File: config.mk
export PLATFORM = sky130hd
export DESIGN_NAME = linear_convolution_top
export DESIGN_NICKNAME = d
export VERILOG_FILES = /design/src/rtl/linconv_pkg.sv /design/src/rtl/linconv_mac.sv /design/src/rtl/linear_convolution_top.sv
export SDC_FILE = /design/constraint.sdc
export NUM_CORES = 2
export LEC_CHECK = 0
export ABC_AREA = 1
export BUFFER_PORTS_ARGS = -buffer_cell sky130_fd_sc_hd__buf_4
export CORE_ASPECT_RATIO = 1.25
export CORE_MARGIN = 5
export CORE_UTILIZATION = 55
export CTS_CLUSTER_DIAMETER = 50
export DETAILED_ROUTE_END_ITERATION = 8
export GPL_ROUTABILITY_DRIVEN = 1
export PLACE_DENSITY = 0.71
export SLEW_MARGIN = 20
export SYNTH_ARGS = -nofsm -noshare
export SYNTH_HDL_FRONTEND = slang
export SYNTH_HIERARCHICAL = 1
export SYNTH_SLANG_ARGS = --single-unit
File: constraint.sdc
create_clock -name clk -period 6.7 [get_ports clk]
set_clock_uncertainty 0.05 [all_clocks]
set_input_delay 0.67 -clock clk [delete_from_list [all_inputs] [get_ports clk]]
set_output_delay 0.67 -clock clk [all_outputs]
set_load 0.1 [all_outputs]
File: src/rtl/linconv_pkg.sv
package linconv_pkg;

	// Width of one convolution result (signed Q6.30).
	localparam int RES_W = 37;
	// Result tdata is the result padded up to whole bytes.
	localparam int OUT_TDATA_W = ((RES_W + 7) / 8) * 8;

	// Field widths of the input word and of the configuration register.
	localparam int MODE_W = 2;
	localparam int IDX_W  = 5;
	localparam int CFG_W  = 6;

	// Input word kinds.
	localparam logic [MODE_W-1:0] MODE_LOAD_TAP = 2'd0;
	localparam logic [MODE_W-1:0] MODE_SAMPLE   = 2'd1;
	localparam logic [MODE_W-1:0] MODE_FLUSH    = 2'd2;

	// Control of the shared multiply-accumulate unit.
	typedef struct packed {
		logic clr;	// clear the accumulator before a new sum
		logic en;	// a tap/sample pair is presented this cycle
	} mac_ctl_t;

endpackage

File: src/rtl/linconv_mac.sv
// Shared multiply-accumulate unit: one registered product per cycle,
// then a wrapping add into the result-width accumulator.
module linconv_mac #(
	parameter int SAMPLE_BITS = 16
) (
	input  logic                                  clk,
	input  logic                                  arst_n,
	input  linconv_pkg::mac_ctl_t                 ctl,
	input  logic signed [SAMPLE_BITS-1:0]         tap,
	input  logic signed [SAMPLE_BITS-1:0]         smp,
	output logic signed [linconv_pkg::RES_W-1:0]  acc,
	output logic                                  busy
);

	logic signed [2*SAMPLE_BITS-1:0]        prod_s2;
	logic                                   v_s2;
	logic signed [linconv_pkg::RES_W-1:0]   acc_q;

	always_ff @(posedge clk) begin
		prod_s2 <= tap * smp;
	end

	always_ff @(posedge clk or negedge arst_n) begin
		if (!arst_n) begin
			v_s2  <= 1'b0;
			acc_q <= '0;
		end else begin
			v_s2 <= ctl.en;
			if (ctl.clr) begin
				acc_q <= '0;
			end else if (v_s2) begin
				// Sign-extend or truncate the product to the result width;
				// the sum wraps at that width.
				acc_q <= acc_q + linconv_pkg::RES_W'(prod_s2);
			end
		end
	end

	assign acc  = acc_q;
	assign busy = v_s2;

endmodule

File: src/rtl/linear_convolution_top.sv
// Streaming full linear convolution, built as a direct-form FIR filter.
// Input words arrive on the s_axis channel and carry a kind: a tap load writes
// one coefficient into the tap store, a sample shifts the delay line and
// yields one result, and a flush yields the tail results of a zero input, one
// fewer than the active taps, marks the last with tlast and empties the delay line.
// Results leave on the m_axis channel as full-precision Q6.30 words; every
// sample result carries tlast high as well.
// All sums are formed by one shared multiplier and accumulator that steps
// over the active taps one per cycle. The block takes no new input word
// until the sum for the current sample or tail result has been handed to
// the output register. Tap loads produce nothing.
// The result sits in an output register, so the block takes the next word
// while a result still waits; if the receiver stalls, the next finished sum
// waits inside the block and input stops until the output register frees.
// Reset empties the delay line at once through per-entry valid bits (no
// clearing pass is needed), sets tap_count to one and leaves the tap store
// undefined until it is written.
module linear_convolution_top #(
	parameter int MAX_TAPS    = 32,
	parameter int SAMPLE_BITS = 16
) (
	input  logic clk,
	input  logic arst_n,

	// tdata fields from bit 0 up: mode[2], tap_index[5], value[SAMPLE_BITS],
	// then zero padding to whole bytes.
	input  logic                                                 s_axis_tvalid,
	output logic                                                 s_axis_tready,
	input  logic [((linconv_pkg::MODE_W + linconv_pkg::IDX_W + SAMPLE_BITS + 7) / 8) * 8 - 1:0]
	                                                             s_axis_tdata,

	// tdata fields from bit 0 up: result_value[37], then zero padding.
	output logic                                                 m_axis_tvalid,
	input  logic                                                 m_axis_tready,
	output logic [linconv_pkg::OUT_TDATA_W-1:0]                  m_axis_tdata,
	output logic                                                 m_axis_tlast,

	// tap_count register write.
	input  logic                                                 cfg_wr_en,
	input  logic [linconv_pkg::CFG_W-1:0]                        cfg_wr_data
);

	localparam int PTR_W = $clog2(MAX_TAPS);
	localparam int CNT_W = $clog2(MAX_TAPS + 1);
	localparam int IDX_LSB = linconv_pkg::MODE_W;
	localparam int VAL_LSB = linconv_pkg::MODE_W + linconv_pkg::IDX_W;

	typedef enum logic [1:0] {
		ST_IDLE,	// waiting for an input word
		ST_STEP,	// advance the delay line by a zero for one tail result
		ST_RUN,		// sweep the active taps through the shared unit
		ST_FIN		// hand the finished sum to the output register
	} state_t;

	state_t state_q;

	// Input word fields.
	logic [linconv_pkg::MODE_W-1:0]   in_mode;
	logic [linconv_pkg::IDX_W-1:0]    in_idx;
	logic signed [SAMPLE_BITS-1:0]    in_val;
	logic                             in_acc;

	assign in_mode = s_axis_tdata[linconv_pkg::MODE_W-1:0];
	assign in_idx  = s_axis_tdata[IDX_LSB +: linconv_pkg::IDX_W];
	assign in_val  = s_axis_tdata[VAL_LSB +: SAMPLE_BITS];
	assign in_acc  = s_axis_tvalid && s_axis_tready;

	// Configuration register and the number of taps it selects, held within
	// one to MAX_TAPS.
	logic [linconv_pkg::CFG_W-1:0] tap_count_q;
	logic [CNT_W-1:0]              n_act;

	always_ff @(posedge clk or negedge arst_n) begin
		if (!arst_n) begin
			tap_count_q <= linconv_pkg::CFG_W'(1);
		end else if (cfg_wr_en) begin
			tap_count_q <= cfg_wr_data;
		end
	end

	always_comb begin
		if (tap_count_q == '0) begin
			n_act = CNT_W'(1);
		end else if (int'(tap_count_q) > MAX_TAPS) begin
			n_act = CNT_W'(MAX_TAPS);
		end else begin
			n_act = CNT_W'(tap_count_q);
		end
	end

	// Sequencer registers.
	logic [PTR_W-1:0]              head_q;		// delay line entry of the newest sample
	logic [PTR_W-1:0]              rd_ptr_q;	// entry read in the current sweep step
	logic [MAX_TAPS-1:0]           dl_valid_q;	// entries not valid read as zero
	logic [CNT_W-1:0]              n_q;
	logic [CNT_W-1:0]              j_q;		// tap being issued
	logic [CNT_W-1:0]              k_q;		// tail result number
	logic                          tail_q;
	logic                          last_q;
	logic                          v_s1;
	logic                          out_valid_q;
	logic                          out_last_q;
	logic [linconv_pkg::RES_W-1:0] out_data_q;

	logic [PTR_W-1:0]              head_nx;
	logic [PTR_W-1:0]              rd_ptr_nx;
	logic                          issue;
	logic                          out_free;
	logic                          mac_busy;
	logic signed [linconv_pkg::RES_W-1:0] mac_acc;
	linconv_pkg::mac_ctl_t         mac_ctl;

	assign head_nx   = (head_q == PTR_W'(MAX_TAPS - 1)) ? '0 : head_q + PTR_W'(1);
	assign rd_ptr_nx = (rd_ptr_q == '0) ? PTR_W'(MAX_TAPS - 1) : rd_ptr_q - PTR_W'(1);
	assign issue     = (state_q == ST_RUN) && (j_q < n_q);
	assign out_free  = !out_valid_q || m_axis_tready;

	assign s_axis_tready = (state_q == ST_IDLE);

	// Memories: tap store and delay line samples, with registered reads.
	logic signed [SAMPLE_BITS-1:0] tap_mem [MAX_TAPS];
	logic signed [SAMPLE_BITS-1:0] dl_mem  [MAX_TAPS];
	logic signed [SAMPLE_BITS-1:0] tap_rd_s1;
	logic signed [SAMPLE_BITS-1:0] dl_rd_s1;
	logic                          dlv_s1;
	logic                          tap_we;
	logic                          dl_we;

	assign tap_we = in_acc && (in_mode == linconv_pkg::MODE_LOAD_TAP)
	                && (int'(in_idx) < MAX_TAPS);
	assign dl_we  = in_acc && (in_mode == linconv_pkg::MODE_SAMPLE);

	always_ff @(posedge clk) begin
		if (tap_we) begin
			tap_mem[PTR_W'(in_idx)] <= in_val;
		end
		if (dl_we) begin
			dl_mem[head_nx] <= in_val;
		end
		tap_rd_s1 <= tap_mem[j_q[PTR_W-1:0]];
		dl_rd_s1  <= dl_mem[rd_ptr_q];
		dlv_s1    <= dl_valid_q[rd_ptr_q];
	end

	// A new sum starts on an accepted sample or on each tail step.
	assign mac_ctl = '{clr: dl_we || (state_q == ST_STEP), en: v_s1};

	linconv_mac #(
		.SAMPLE_BITS(SAMPLE_BITS)
	) u_mac (
		.clk    (clk),
		.arst_n (arst_n),
		.ctl    (mac_ctl),
		.tap    (tap_rd_s1),
		.smp    (dlv_s1 ? dl_rd_s1 : '0),
		.acc    (mac_acc),
		.busy   (mac_busy)
	);

	always_ff @(posedge clk or negedge arst_n) begin
		if (!arst_n) begin
			state_q     <= ST_IDLE;
			head_q      <= '0;
			rd_ptr_q    <= '0;
			dl_valid_q  <= '0;
			n_q         <= '0;
			j_q         <= '0;
			k_q         <= '0;
			tail_q      <= 1'b0;
			last_q      <= 1'b0;
			v_s1        <= 1'b0;
			out_valid_q <= 1'b0;
			out_last_q  <= 1'b0;
			out_data_q  <= '0;
		end else begin
			v_s1 <= issue;
			// In ST_FIN the output register is reloaded below instead.
			if (out_valid_q && m_axis_tready && (state_q != ST_FIN)) begin
				out_valid_q <= 1'b0;
			end
			case (state_q)
				ST_IDLE: begin
					if (in_acc) begin
						case (in_mode)
							linconv_pkg::MODE_SAMPLE: begin
								head_q              <= head_nx;
								rd_ptr_q            <= head_nx;
								dl_valid_q[head_nx] <= 1'b1;
								n_q                 <= n_act;
								j_q                 <= '0;
								tail_q              <= 1'b0;
								last_q              <= 1'b1;
								state_q             <= ST_RUN;
							end
							linconv_pkg::MODE_FLUSH: begin
								n_q <= n_act;
								k_q <= '0;
								if (n_act == CNT_W'(1)) begin
									// One tap: no tail, only the delay line is emptied.
									dl_valid_q <= '0;
								end else begin
									state_q <= ST_STEP;
								end
							end
							default: begin
								// Tap loads are written above; unused kinds are dropped.
							end
						endcase
					end
				end
				ST_STEP: begin
					head_q              <= head_nx;
					rd_ptr_q            <= head_nx;
					dl_valid_q[head_nx] <= 1'b0;
					j_q                 <= '0;
					tail_q              <= 1'b1;
					last_q              <= (int'(k_q) + 2 == int'(n_q));
					state_q             <= ST_RUN;
				end
				ST_RUN: begin
					if (issue) begin
						j_q      <= j_q + CNT_W'(1);
						rd_ptr_q <= rd_ptr_nx;
					end else if (!v_s1 && !mac_busy) begin
						state_q <= ST_FIN;
					end
				end
				ST_FIN: begin
					if (out_free) begin
						out_valid_q <= 1'b1;
						out_data_q  <= mac_acc;
						out_last_q  <= last_q;
						if (!tail_q) begin
							state_q <= ST_IDLE;
						end else if (last_q) begin
							dl_valid_q <= '0;
							state_q    <= ST_IDLE;
						end else begin
							k_q     <= k_q + CNT_W'(1);
							state_q <= ST_STEP;
						end
					end
				end
				default: begin
					state_q <= ST_IDLE;
				end
			endcase
		end
	end

	assign m_axis_tvalid = out_valid_q;
	assign m_axis_tlast  = out_last_q;
	assign m_axis_tdata  = {{(linconv_pkg::OUT_TDATA_W - linconv_pkg::RES_W){1'b0}}, out_data_q};

endmodule
* Yosys cells after proc, flatten, opt, wreduce, memory -nomap -nowiden
Memory sizes are Yosys's and may differ from the RTL's. A register that Yosys moved wholly into a read port is not among the register bits. Index checks and enable logic that the tools add are counted.
Word-level totals: output and inout port bits 43, memories 2, bits in read-only memories 0, register bits 181, word-level logic and storage cells 142, bits of input ports 35, RAM bits 1024, latch bits 0
Operators by class: equality and inequality tests 22, $lt $le $gt $ge 5, $mul 1, $add $sub $neg 6, reductions and logical operators 30, shift-type cells 0, divide/modulo/power cells 0, multiplexer cells 55, bitwise gates (word level) 3
Memories:
- dl_mem | words 32, width 16, rd ports 1, clocked after memory_dff 1, wr ports 1, RTL line linear_convolution_top.sv:122 | logic signed [SAMPLE_BITS-1:0] dl_mem [MAX_TAPS];
- tap_mem | words 32, width 16, rd ports 1, clocked after memory_dff 1, wr ports 1, RTL line linear_convolution_top.sv:121 | logic signed [SAMPLE_BITS-1:0] tap_mem [MAX_TAPS];
Operators with widths (number):
- $mux 32 | 5
- $pmux 32 s3 | 1
- $mux 37 | 2
- $pmux 32 s2 | 1
- $mux 6 | 10
- $add 37x32->37 | 1
- $and 32x32->32 | 1
- $mul 16x16->32 | 1
- $not 32->32 | 1
- $or 32x32->32 | 1
- $mux 5 | 5
- $pmux 6 s3 | 1
- $mux 16 | 1
- $mux 1 | 15
- $pmux 5 s3 | 1
- $ne 2x2->1 const B | 7
- $add 6x1->6 const B | 2
- $lt 5x6->1 const B | 2
- $pmux 6 s2 | 1
- $reduce_and 6->1 | 2
- $mux 2 | 5
- $pmux 5 s2 | 1
- $logic_and 1x1->1 | 8
- $ne 2x1->1 const B | 4
- other kinds (30) | 43

* Logic depth before layout (Yosys ltp)
depth after elaboration 10, depth in mapped cells 30, depth with buffers taken out 26

* By module
The synthesis kept the hierarchy.
By module, submodules not included:
- linear_convolution_top | area each 47911.0 um2, instances 1, sequential area each 34164.0 um2, cells an instance 4158
- linconv_mac | area each 15503.6 um2, instances 1, sequential area each 1591.5 um2, cells an instance 2154

* Worst setup path after synthesis
No wires, ideal clock.
kind flip-flop to flip-flop, start reg dlv_s1, end reg u_mac.prod_s2[30], arrival 6.050 ns, data required time 6.538 ns, setup time 0.112 ns, cell stages (with the launch flop) 28, period minus slack after synthesis 6.212 ns, path slack 0.488 ns, path buffers 4, cells stage by stage dfxtp_1 clkbuf_1 clkbuf_1 nand2_1 inv_1 clkbuf_1 clkbuf_1 nand2_1 fa_1 inv_1 fa_1 inv_1 fa_1 inv_1 fa_1 fa_1 inv_1 fa_1 inv_1 ha_1 a21oi_1 o21bai_1 a21oi_1 o21ai_0 a21oi_1 nand2_1 nand2_1 nand2_1
On the way: word-level cells in the longest chain between the ends 2
Ends and longest elaborated chain:
- start: declaration | RTL line linear_convolution_top.sv:125 | logic dlv_s1;
- start signal: assignment | RTL line linear_convolution_top.sv:142 | dlv_s1 <= dl_valid_q[rd_ptr_q];
- $mux 16 | RTL line linear_convolution_top.sv:155 | .smp (dlv_s1 ? dl_rd_s1 : '0),
- $mul 16x16->32 | RTL line linconv_mac.sv:20 | prod_s2 <= tap * smp;
- end signal: assignment | RTL line linconv_mac.sv:20
- end: declaration | RTL line linconv_mac.sv:15 | logic signed [2*SAMPLE_BITS-1:0] prod_s2;
No other way between the ends. A chain may end at the register's enable or synchronous reset.

* Worst setup path in the final report
start reg dlv_s1, end reg u_mac.prod_s2[20]
The elaborated chain is that of the path after synthesis.

==> flow_metrics.tcl <==
set metrics [dict create \
    ant_nets 0 \
    finalSetupTns_ps 0 \
    layout.nets 6750 \
    insertion_delay_ps 770 \
    synthesis.instances 6312 \
    first_global_vias 44484 \
    gp_congestion 0.899 \
    ios 78 \
    finalMaxSlewViolations 0 \
    yosysTopAreaCellShare 0.485 \
    final_layout_size_suffix_gt1_frac 0.0767 \
    post-synth-top-area-cell "edfxtp_1" \
    endpoint_kind "flop" \
    path_cells "nand2_1 -> inv_1 -> nand2_1 -> fa_1 -> inv_1 -> fa_1 -> fa_1 -> fa_1 -> fa_1 -> inv_1 -> fa_1 -> inv_1 -> ha_1 -> a21oi_1 -> o21ai_0 -> o21bai_1 -> a21oi_1 -> nand2_1 -> xor2_1" \
    grt-ovfl-total 0 \
    fin_crit_sh 0.916 \
    startpoint_type "flop" \
    min_from "cfg_wr_data[1]" \
    drt-total-wl_um 161000 \
    hold_viol 0 \
    dpl.cell_count 7663 \
    drt_iter0_drc 4629 \
    cp.arrival_ps 6690 \
    initial_core_util 0.552 \
    cts_htree_levels 4 \
    core_area_mm2 0.115 \
    io_buffers 73 \
    vias 44447 \
    min_path_type "input port to flop" \
    synth_enable_flop_cells 1024 \
    rsz0062_at_grt "false" \
    std_cell_rows 139 \
    ys_top_cells_by_count "1,266 x nand2_1, 1,024 x edfxtp_1, 909 x nor2_1, 734 x inv_1, 452 x o21ai_0" \
    status "finished, final reports clean" \
    whs_path_depth 3 \
    ys_warn_count 6 \
    drtPass1Iterations 9 \
    yosysMostFrequentCell "nand2_1" \
    ys_types 53 \
    rr_startpoint "dlv_s1$_DFF_P_" \
    synth_area_mm2 0.0634 \
    clock_path_buffers 3 \
    critPathSlowestCell "fa_1" \
    cp_data_required_time_ps 7250 \
    max_freq_mhz 163 \
    fin_cells 7899 \
    vias_per_cell 5.63 \
    remaining_drc_errors 0 \
    worstRegToRegCells 19 \
    dp_hpwl_um 102000 \
    wire_per_inst_um 20.4 \
    clock_sinks 1237 \
    synth.area.top_cells "edfxtp_1 48%, fa_1 8.3%, nand2_1 7.5%, dfrtp_1 5.8%, nor2_1 5.4%" \
    setup_viol 0 \
    avgSynthCellArea_um2 10.0 \
    startpoint "dlv_s1$_DFF_P_" \
    cts_tree "done" \
    grt_max_degree 195 \
    crit_path_max_fanout 16 \
    synth_seq_cells 1237 \
    ys_dominant_reg_cell "edfxtp_1" \
    antenna_found_initial 2 \
    tightestPinTransition_ps 1110 \
    track_usage 0.262 \
    die_w_um 314 \
    worst-setup-path-type "flop to flop" \
    die_area_mm2 0.122 \
    root_buffer "clkbuf_16" \
    fillers 9291 \
    finalCriticalPeriod_ps 6130 \
    cts.clk_slew.worst_paths_ps 60 \
    cp_slowest_stage_delay_ps 560 \
    cpMostUsedCell "fa_1" \
    syn_to_final_growth_pct 9.56 \
    yosysSeqAreaShare 0.564 \
    ys_async_sr_fraction 0.120 \
    relSlewSlack 0.254 \
    max_cap_violations 0 \
    die_h_um 390 \
    grt_pass1_wl_um 249000 \
    numCtsBuffers 130 \
]
==> cell families (layout without fill, tap and decap cells) <==
family | Yosys count | after routing | synth area share
xor+xnor | 43 | 43 | 0.00594
fa+ha+maj | 399 | 399 | 0.110
other cells | 1 | 4 | 0.0000591
simple gates | 2730 | 2730 | 0.176
mux | 38 | 38 | 0.00675
compound gates | 797 | 797 | 0.0687
flops | 1237 | 1237 | 0.564
buf+inv | 1067 | 1171 | 0.0689
==> state kept, by name, summed over array words and instances (netlist names), 2 cells and up <==
register / flops
out_data_q: 37
tap_count_q: 6
dl_valid_q: 32
rd_ptr_q: 5
n_q: 6
dl_mem: 512
u_mac/acc: 37
k_q: 6
tap_rd_s1: 16
head_q: 5
state_q: 2
j_q: 6
u_mac/prod_s2: 32
tap_mem: 512
dl_rd_s1: 16
==> layout make-up <==
cell class	count	area [um^2]	area share
Inverter	750	2830	0.0407
Sequential cell	1237	35800	0.515
Clock buffer	151	3370	0.0485
Timing Repair Buffer	187	1450	0.0208
Antenna cell	1	2.50	0.0000360
Clock inverter	83	878	0.0126
Tap cell	1480	1850	0.0267
Multi-Input combinational cell	4010	23300	0.336
==> per-stage QoR <==
stage	hold slack (ps)	util	area, um^2	worst slack [ps]
3_5_place_dp	321	0.568	65200	414
4_1_cts	26.3	0.605	69500	358
3_3_place_gp	316	0.568	65200	472
2_1_floorplan	305	-	63400	488
6_report	67.3	0.605	69500	566
5_1_grt	56.3	0.605	69500	115
==> layer usage <==
layer	vias to the layer above	global-route usage	share of wire
met4	0	0.114	0.045
met3	345	0.0378	0.069
met2	1766	0.456	0.50
met5	-	0	0
li1	20765	-	-
met1	21571	0.329	0.39
==> cells in the final DEF, fill, tap and decap left out, drive strengths merged, types with 136 or more instances in the layout <==
cell	netlist	final
a21oi	162	162
buf	147	186
clkbuf	170	151
dfrtp	147	147
edfxtp	1024	1024
fa	263	263
ha	136	136
inv	742	753
nand2	1279	1279
nand3	436	436
nor2	920	920
o21ai	500	500
==> timing repair <==
item / 4_1_cts / 5_1_grt
hold buffers: 1 / 0
setup buffers: 0 / 0
gates resized for setup: 0 / 1
endpoints found under the setup margin: 0 / 2
hold endpoints to repair: 60 / 0
==> worst paths after layout <==
kind                                              end  slack, ps
max reg2reg                 u_mac/prod_s2[20]$_DFF_P_        570
min reg2reg                      u_mac/busy$_DFF_PN0_        330
min in group asynchronous  dl_valid_q[30]$_DFFE_PN0P_        410
min                        tap_count_q[1]$_DFFE_PN0P_         70
max                         u_mac/prod_s2[20]$_DFF_P_        570
max in group asynchronous          k_q[2]$_DFFE_PN0P_       5060
==> critical path: cells and delay by family, from the launching register on <==
kind	cells	cell delay, ps
AOI/OAI and AO/OA	4	900
xor gates and xnor gates	1	160
adders and majority gates	7	3560
buffers and inverters	4	510
DFF	1	480
and+or+nand+nor	3	320
Power is left out: the tool's default activity adds up to more than one toggle a clock period on the data nets, which glitch-free logic cannot reach.
